<file path="config.mk">
export PLATFORM = sky130hd
export DESIGN_NAME = multi_led_blink_controller
export DESIGN_NICKNAME = d
export VERILOG_FILES = /design/src/design/mlbc_pkg.sv /design/src/design/mlbc_ctrl.sv /design/src/design/mlbc_datapath.sv /design/src/design/multi_led_blink_controller.sv
export SDC_FILE = /design/constraint.sdc
export NUM_CORES = 1
export LEC_CHECK = 0
export BUFFER_PORTS_ARGS = -buffer_cell sky130_fd_sc_hd__buf_2
export CORE_ASPECT_RATIO = 1.25
export CORE_MARGIN = 4
export CORE_UTILIZATION = 56
export CTS_BUF_LIST = sky130_fd_sc_hd__clkbuf_4 sky130_fd_sc_hd__clkbuf_8
export DETAILED_ROUTE_END_ITERATION = 12
export GPL_TIMING_DRIVEN = 0
export PLACE_DENSITY_LB_ADDON = 0.15
export SLEW_MARGIN = 20
export SYNTH_ARGS = -nofsm -noshare
export SYNTH_HDL_FRONTEND = slang
export SYNTH_SLANG_ARGS = --single-unit
</file>
<file path="constraint.sdc">
create_clock -name clk_i -period 6.9 [get_ports clk_i]
set_clock_uncertainty 0.05 [all_clocks]
set_input_delay 0 -clock clk_i [delete_from_list [all_inputs] [get_ports clk_i]]
set_output_delay 0 -clock clk_i [all_outputs]
set_load 0.05 [all_outputs]
</file>
<file path="src/design/mlbc_pkg.sv">
`timescale 1ns / 1ps
`default_nettype none

package mlbc_pkg;

  localparam int OUT_W = 10;

  localparam logic REQ_SET  = 1'b0;
  localparam logic REQ_TICK = 1'b1;

  localparam logic [OUT_W-1:0] PRESENT_RST = 10'h3FE;

  typedef enum logic [1:0] {
    CMD_OFF   = 2'd0,
    CMD_ON    = 2'd1,
    CMD_BLINK = 2'd2
  } cmd_e;

  typedef enum logic [1:0] {
    ST_IDLE,
    ST_EXEC,
    ST_BLINK,
    ST_DONE
  } state_e;

  typedef struct packed {
    logic        req_type;
    logic [3:0]  led_index;
    logic [1:0]  command;
    logic [15:0] on_time_ms;
    logic [15:0] off_time_ms;
    logic [31:0] now;
  } in_word_t;

  typedef struct packed {
    logic [OUT_W-1:0] led_levels;
    logic [OUT_W-1:0] changed_mask;
  } out_word_t;

  typedef struct packed {
    logic latch;
    logic do_set;
    logic do_pend;
    logic do_blink;
    logic load_out;
  } ctrl_t;

  typedef struct packed {
    logic is_tick;
    logic last_led;
  } status_t;

endpackage

`default_nettype wire

</file>
<file path="src/design/mlbc_ctrl.sv">
`timescale 1ns / 1ps
`default_nettype none

module mlbc_ctrl (
  input  wire logic            clk_i,
  input  wire logic            rst_ni,
  input  wire logic            in_valid_i,
  output logic                 in_stall_o,
  output logic                 out_valid_o,
  input  wire logic            out_stall_i,
  input  wire mlbc_pkg::status_t status_i,
  output mlbc_pkg::ctrl_t      ctrl_o
);

  mlbc_pkg::state_e state_q, state_d;
  logic out_valid_q, out_valid_d;
  logic out_free;

  assign out_free    = !out_valid_q || !out_stall_i;
  assign in_stall_o  = (state_q != mlbc_pkg::ST_IDLE);
  assign out_valid_o = out_valid_q;

  always_comb begin
    state_d = state_q;
    unique case (state_q)
      mlbc_pkg::ST_IDLE: begin
        if (in_valid_i) state_d = mlbc_pkg::ST_EXEC;
      end
      mlbc_pkg::ST_EXEC: begin
        state_d = status_i.is_tick ? mlbc_pkg::ST_BLINK : mlbc_pkg::ST_DONE;
      end
      mlbc_pkg::ST_BLINK: begin
        if (status_i.last_led) state_d = mlbc_pkg::ST_DONE;
      end
      mlbc_pkg::ST_DONE: begin
        if (out_free) state_d = mlbc_pkg::ST_IDLE;
      end
      default: state_d = mlbc_pkg::ST_IDLE;
    endcase
  end

  always_comb begin
    ctrl_o = '0;
    unique case (state_q)
      mlbc_pkg::ST_IDLE:  ctrl_o.latch    = in_valid_i;
      mlbc_pkg::ST_EXEC: begin
        ctrl_o.do_set  = !status_i.is_tick;
        ctrl_o.do_pend = status_i.is_tick;
      end
      mlbc_pkg::ST_BLINK: ctrl_o.do_blink = 1'b1;
      mlbc_pkg::ST_DONE:  ctrl_o.load_out = out_free;
      default: ctrl_o = '0;
    endcase
  end

  always_comb begin
    if (ctrl_o.load_out) begin
      out_valid_d = 1'b1;
    end else begin
      out_valid_d = out_valid_q && out_stall_i;
    end
  end

  always_ff @(posedge clk_i or negedge rst_ni) begin
    if (!rst_ni) begin
      state_q     <= mlbc_pkg::ST_IDLE;
      out_valid_q <= 1'b0;
    end else begin
      state_q     <= state_d;
      out_valid_q <= out_valid_d;
    end
  end

endmodule

`default_nettype wire

</file>
<file path="src/design/mlbc_datapath.sv">
`timescale 1ns / 1ps
`default_nettype none

module mlbc_datapath #(
  parameter int NUM_LEDS = 10
) (
  input  wire logic                         clk_i,
  input  wire logic                         rst_ni,
  input  wire logic                         cfg_we_i,
  input  wire logic [mlbc_pkg::OUT_W-1:0]   cfg_wdata_i,
  input  wire mlbc_pkg::in_word_t           in_word_i,
  input  wire mlbc_pkg::ctrl_t              ctrl_i,
  output mlbc_pkg::status_t                 status_o,
  output mlbc_pkg::out_word_t               out_word_o
);

  localparam int IDX_W = $clog2(NUM_LEDS);

  mlbc_pkg::in_word_t  item_q;
  mlbc_pkg::out_word_t out_q;

  logic [mlbc_pkg::OUT_W-1:0] mask_q;
  logic [NUM_LEDS-1:0] present;
  logic [NUM_LEDS-1:0] pend_on_q, pend_on_d;
  logic [NUM_LEDS-1:0] pend_off_q, pend_off_d;
  logic [NUM_LEDS-1:0] blink_q, blink_d;
  logic [NUM_LEDS-1:0] phase_on_q, phase_on_d;
  logic [NUM_LEDS-1:0] level_q, level_d;
  logic [NUM_LEDS-1:0] changed_q, changed_d;
  logic [31:0] start_q [NUM_LEDS];
  logic [31:0] start_d [NUM_LEDS];
  logic [15:0] on_dur_q [NUM_LEDS];
  logic [15:0] on_dur_d [NUM_LEDS];
  logic [15:0] off_dur_q [NUM_LEDS];
  logic [15:0] off_dur_d [NUM_LEDS];
  logic [IDX_W-1:0] idx_q, idx_d;

  logic [NUM_LEDS+mlbc_pkg::OUT_W-1:0] mask_ext;
  logic [NUM_LEDS+mlbc_pkg::OUT_W-1:0] level_ext;
  logic [NUM_LEDS+mlbc_pkg::OUT_W-1:0] changed_ext;
  logic [31:0] elapsed;
  logic [31:0] dur;
  logic        fire;
  logic        bcast;

  assign mask_ext    = {{NUM_LEDS{1'b0}}, mask_q};
  assign present     = mask_ext[NUM_LEDS-1:0];
  assign level_ext   = {{mlbc_pkg::OUT_W{1'b0}}, level_q};
  assign changed_ext = {{mlbc_pkg::OUT_W{1'b0}}, changed_q};

  assign bcast = (32'(item_q.led_index) == NUM_LEDS);

  // shared elapsed-time compare for the blink pass
  assign elapsed = item_q.now - start_q[idx_q];
  assign dur     = phase_on_q[idx_q] ? {16'd0, on_dur_q[idx_q]} : {16'd0, off_dur_q[idx_q]};
  assign fire    = blink_q[idx_q] && present[idx_q] && (elapsed >= dur);

  assign status_o.is_tick  = (item_q.req_type == mlbc_pkg::REQ_TICK);
  assign status_o.last_led = (idx_q == IDX_W'(NUM_LEDS - 1));
  assign out_word_o        = out_q;

  always_comb begin
    pend_on_d  = pend_on_q;
    pend_off_d = pend_off_q;
    blink_d    = blink_q;
    phase_on_d = phase_on_q;
    level_d    = level_q;
    changed_d  = changed_q;
    start_d    = start_q;
    on_dur_d   = on_dur_q;
    off_dur_d  = off_dur_q;
    idx_d      = idx_q;

    if (ctrl_i.latch) begin
      changed_d = '0;
      idx_d     = '0;
    end

    if (ctrl_i.do_set) begin
      for (int i = 0; i < NUM_LEDS; i++) begin
        if (bcast || (32'(item_q.led_index) == i)) begin
          case (mlbc_pkg::cmd_e'(item_q.command))
            mlbc_pkg::CMD_OFF: begin
              pend_off_d[i] = 1'b1;
              blink_d[i]    = 1'b0;
            end
            mlbc_pkg::CMD_ON: begin
              pend_on_d[i] = 1'b1;
              blink_d[i]   = 1'b0;
            end
            mlbc_pkg::CMD_BLINK: begin
              if (present[i] && !blink_q[i]) begin
                blink_d[i]    = 1'b1;
                on_dur_d[i]   = item_q.on_time_ms;
                off_dur_d[i]  = item_q.off_time_ms;
                start_d[i]    = item_q.now;
                phase_on_d[i] = 1'b1;
              end
            end
            default: ;
          endcase
        end
      end
    end

    // off then on, so a double request ends on
    if (ctrl_i.do_pend) begin
      for (int i = 0; i < NUM_LEDS; i++) begin
        if (pend_on_q[i] || pend_off_q[i]) begin
          pend_on_d[i]  = 1'b0;
          pend_off_d[i] = 1'b0;
          if (present[i]) begin
            level_d[i]   = pend_on_q[i];
            changed_d[i] = 1'b1;
          end
        end
      end
    end

    if (ctrl_i.do_blink) begin
      if (fire) begin
        start_d[idx_q]    = item_q.now;
        phase_on_d[idx_q] = !phase_on_q[idx_q];
        level_d[idx_q]    = !phase_on_q[idx_q];
        changed_d[idx_q]  = 1'b1;
      end
      idx_d = idx_q + 1'b1;
    end
  end

  always_ff @(posedge clk_i or negedge rst_ni) begin
    if (!rst_ni) begin
      mask_q     <= mlbc_pkg::PRESENT_RST;
      pend_on_q  <= '0;
      pend_off_q <= '0;
      blink_q    <= '0;
      phase_on_q <= '0;
      level_q    <= '0;
      idx_q      <= '0;
    end else begin
      if (cfg_we_i) mask_q <= cfg_wdata_i;
      pend_on_q  <= pend_on_d;
      pend_off_q <= pend_off_d;
      blink_q    <= blink_d;
      phase_on_q <= phase_on_d;
      level_q    <= level_d;
      idx_q      <= idx_d;
    end
  end

  always_ff @(posedge clk_i) begin
    if (ctrl_i.latch) item_q <= in_word_i;
    changed_q <= changed_d;
    start_q   <= start_d;
    on_dur_q  <= on_dur_d;
    off_dur_q <= off_dur_d;
    if (ctrl_i.load_out) begin
      out_q.led_levels   <= level_ext[mlbc_pkg::OUT_W-1:0];
      out_q.changed_mask <= changed_ext[mlbc_pkg::OUT_W-1:0];
    end
  end

endmodule

`default_nettype wire

</file>
<file path="src/design/multi_led_blink_controller.sv">
`timescale 1ns / 1ps
`default_nettype none

// LED blink controller for up to NUM_LEDS LEDs (levels and change bits of the first ten are
// reported). One word is worked on at a time: a set command goes through accept, execute and
// hand-off, and a tick adds a blink pass before hand-off that steps through the LEDs one per
// cycle over a single shared elapsed-time subtract and compare. The input is held off from the
// accepting edge until the hand-off is done. The result sits in an output register, so a new
// word is taken while the previous result is still stalled; a finished word waits in hand-off
// while that register is full and its result is stalled. The user must write the present mask
// through cfg_we_i only between words, unenforced by the block; it applies from the next word.

module multi_led_blink_controller #(
  parameter int NUM_LEDS = 10
) (
  input  wire logic                       clk_i,
  input  wire logic                       rst_ni,
  input  wire logic                       cfg_we_i,
  input  wire logic [mlbc_pkg::OUT_W-1:0] cfg_wdata_i,
  input  wire logic                       in_valid_i,
  output logic                            in_stall_o,
  input  wire mlbc_pkg::in_word_t         in_word_i,
  output logic                            out_valid_o,
  input  wire logic                       out_stall_i,
  output mlbc_pkg::out_word_t             out_word_o
);

  mlbc_pkg::ctrl_t   ctrl;
  mlbc_pkg::status_t status;

  mlbc_ctrl u_ctrl (
    .clk_i       (clk_i),
    .rst_ni      (rst_ni),
    .in_valid_i  (in_valid_i),
    .in_stall_o  (in_stall_o),
    .out_valid_o (out_valid_o),
    .out_stall_i (out_stall_i),
    .status_i    (status),
    .ctrl_o      (ctrl)
  );

  mlbc_datapath #(
    .NUM_LEDS (NUM_LEDS)
  ) u_datapath (
    .clk_i       (clk_i),
    .rst_ni      (rst_ni),
    .cfg_we_i    (cfg_we_i),
    .cfg_wdata_i (cfg_wdata_i),
    .in_word_i   (in_word_i),
    .ctrl_i      (ctrl),
    .status_o    (status),
    .out_word_o  (out_word_o)
  );

endmodule

`default_nettype wire

</file>
==> out/results.ini <==
[run_status]
outcome = complete, no violations

[final_layout]
fillers = 4384
fin_cells = 3757
final_common_cell = edfxtp_1
area_growth_pct = 20.20
drive_gt1_share_pct = 34.27
final_cell_mix = edfxtp_1, dfxtp_1, mux2_4, dlygate4sd3_1, nor2_1
num-nets-final = 2962

[yosys]
syn_inst = 2335
synth_area_leader_cell = edfxtp_1
synth-edff-count = 411
ys_ff_latch = 808
netlist_area_mm2 = 0.03510
ys_seq_area_share_pct = 58.79
ys_types = 77
ys.flop_type = edfxtp_1
syn_avg_cell_area_um2 = 15.03
yosysTopAreaCellShare_pct = 35.16
synth_nets = 2480
synth_area_leaders = edfxtp_1, dfxtp_1, mux2_4, mux4_2, dfrtp_1
synthArstFlopShare_pct = 8.292
yosys_warnings = 0

[power]
vdd_ir_drop_max_uv = 234.9
p_leak_uw = 0.01611
p_total_uw = 17240
power_density_mw_per_mm2 = 408.5

[worst_setup_path]
worstSetupPathType = flop to flop
cp-start-kind = flop
cp_data_required_time_ns = 7.51
end_kind = flop
cp_max_fo = 10
worst_ep_arrival_time_ns = 7.33

[global_routing]
grt_antenna_before_repair = 1
grt_pass1_wl_mm = 138.0
track_usage_pct = 27.27
grt_max_degree = 46
grt_pass1_vias = 23147
gr-total-overflow = 0

[clock_tree]
cts_sinks = 808
cts-htree-levels = 4
path_clk_slew_ns = 0.06
cts-root-buf = clkbuf_8
cts_tree = done
cts_buffer_depth = 3
cts_buffers = 130
insertion_delay_ns = 0.78

[timing]
slew_headroom_pct = 31.50
worst_pin_slew_ns = 1.028
rsz0062_at_grt = yes
drv_slew = 0
fmax_ghz = 0.1487
fin_crit_sh_pct = 97.48
setup_viol = 0
setup_ws_ns = 0.1739
hold_viol = 0
period_needed_ns = 6.726

[detailed_routing]
drt-pass1-iter-count = 5
wl_per_cell_um = 24.11
vias = 21811
drt_iter0_markers = 1433
drt-vias-per-instance = 5.805
drc_errors = 0
wl_mm = 90.59
ant_nets = 0

[placement]
place_hpwl_mm = 60.95
port_buffers = 106
place_ws_ns = -2.484
dp.cells = 3312
routabilityCongestion = 0.8848

[floorplanning]
num_rows = 102
die_w_um = 231.9
die_area_mm2 = 0.06678
start_util_pct = 56.59
die_h_um = 287.9
core_area_mm2 = 0.06202
pin_count = 108

[hold_path]
hold_class = input port to flop

[job]
maxCapViolCount = 0

[synth_stat cells (all sizes together) (19+ instances only)]
cell type,instances
a21oi,148
buf,59
clkbuf,72
dfrtp,58
dfxtp,330
edfxtp,411
ha,58
inv,28
mux2,339
mux2i,95
mux4,133
nand2,90
nand3,23
nor2,162
nor3,20
o211ai,22
o21ai,67
xnor2,19
[sequential cells by signal, summed over array words and instances (netlist names), 4 cells and up]
register / flops
u_datapath.blink_q: 10
u_datapath.changed_q: 10
u_datapath.idx_q: 4
u_datapath.item_q: 70
u_datapath.level_q: 10
u_datapath.mask_q: 10
u_datapath.off_dur_q: 160
u_datapath.on_dur_q: 160
u_datapath.out_word_o: 20
u_datapath.pend_off_q: 10
u_datapath.pend_on_q: 10
u_datapath.phase_on_q: 10
u_datapath.start_q: 320
[where the power goes]
group | switching (uW) | internal (uW) | leakage [uW]
sequential | 614 | 6030 | 0.00728
combinational | 3450 | 2990 | 0.00742
clock | 1880 | 2290 | 0.00141
[final timing paths]
path / from / to / slack (ns) / cells past startpoint
worst max-delay path: u_datapath.idx_q[3]$_DFFE_PN0P_ / u_datapath.start_q[296]$_DFF_P_ / 0.17 / 26
worst min-delay path: out_stall_i / u_datapath.out_word_o[3]$_DFFE_PP_ / 0.12 / 3
worst max register to register: u_datapath.idx_q[3]$_DFFE_PN0P_ / u_datapath.start_q[296]$_DFF_P_ / 0.17 / 26
worst min register to register: u_datapath.changed_q[2]$_DFF_P_ / u_datapath.out_word_o[2]$_DFFE_PP_ / 0.39 / 0
max in group asynchronous: rst_ni / u_datapath.mask_q[9]$_DFFE_PN1P_ / 5.80 / 5
min in group asynchronous: rst_ni / u_datapath.blink_q[4]$_DFFE_PN0P_ / 0.33 / 4
[stage by stage]
stage	hold slack, ns	TNS (ns)	instance area (um^2)	utilization [%]
floorplan	-0.3456	0	35100	-
global placement	0.1259	-988.98	36670	59.13
detailed placement	-0.1331	-821.01	37100	59.82
CTS	0.05050	0	41980	67.68
global route	0.09369	-0.1985	42190	68.03
finish	0.1183	0	42190	68.03
[worst max-delay path, stage by stage (launching register included)]
cell and delay (ns):
dfrtp_1 0.51, nor2b_2 0.24, clkbuf_4 0.27, clkbuf_4 0.32, clkbuf_4 0.33, a21oi_1 0.15, ha_1 0.30, clkbuf_1 0.28
and3_1 0.27, nand3_1 0.11, a21oi_2 0.21, nor2_1 0.09, xnor2_1 0.23, ha_1 0.30, a211oi_1 0.24, nor2_1 0.11
nor4_1 0.27, nand4b_1 0.16, nor4b_2 0.33, o2111ai_2 0.21, nor4_4 0.33, and4bb_4 0.37, buf_12 0.16, o21bai_4 0.08
buf_12 0.15, buf_6 0.17, mux2_4 0.31
[kinds of logic after synthesis]
kind of cell | Yosys count | share of synthesized area (%)
multiplexers | 567 | 24.98
AND/OR/NAND/NOR | 377 | 4.940
buffers and inverters | 160 | 2.385
XOR/XNOR | 22 | 0.5490
adder cells (fa/ha/maj) | 59 | 2.124
AO/OA/AOI/OAI | 342 | 6.227
flip-flops | 808 | 58.79
[final cells by class]
| type | instances | area [um^2] | share of cell area [%] |
|---|---|---|---|
| diodes | 1 | 2.502 | 0.005931 |
| plain buffers | 128 | 975.9 | 2.313 |
| clock buffers | 196 | 2372 | 5.622 |
| clock inverters | 43 | 289.0 | 0.6850 |
| inverters | 29 | 117.6 | 0.2788 |
| multi-input cells | 1367 | 13740 | 32.57 |
| flip-flops and latches | 808 | 20640 | 48.91 |
| well taps | 832 | 1041 | 2.467 |
| repair buffers | 353 | 3014 | 7.144 |
[routing by layer]
metal / up-vias / GRT usage, % / routed length (um)
met5: - / 0 / 0
met4: 0 / 9.478 / 2667
met3: 179 / 5.117 / 4062
met2: 621 / 48.26 / 47260
li1: 9871 / - / -
met1: 11140 / 33.66 / 36590
[repair_timing]
item                                   4_1_cts  5_1_grt
setup endpoints to repair                  350      348
hold buffers                               177        1
setup buffers                               15       14
endpoints found under the hold margin      212       16
pin swaps                                   11        8
resized for setup                           85       40
gates cloned                                 0        1
(Power assumes the default switching activity.)
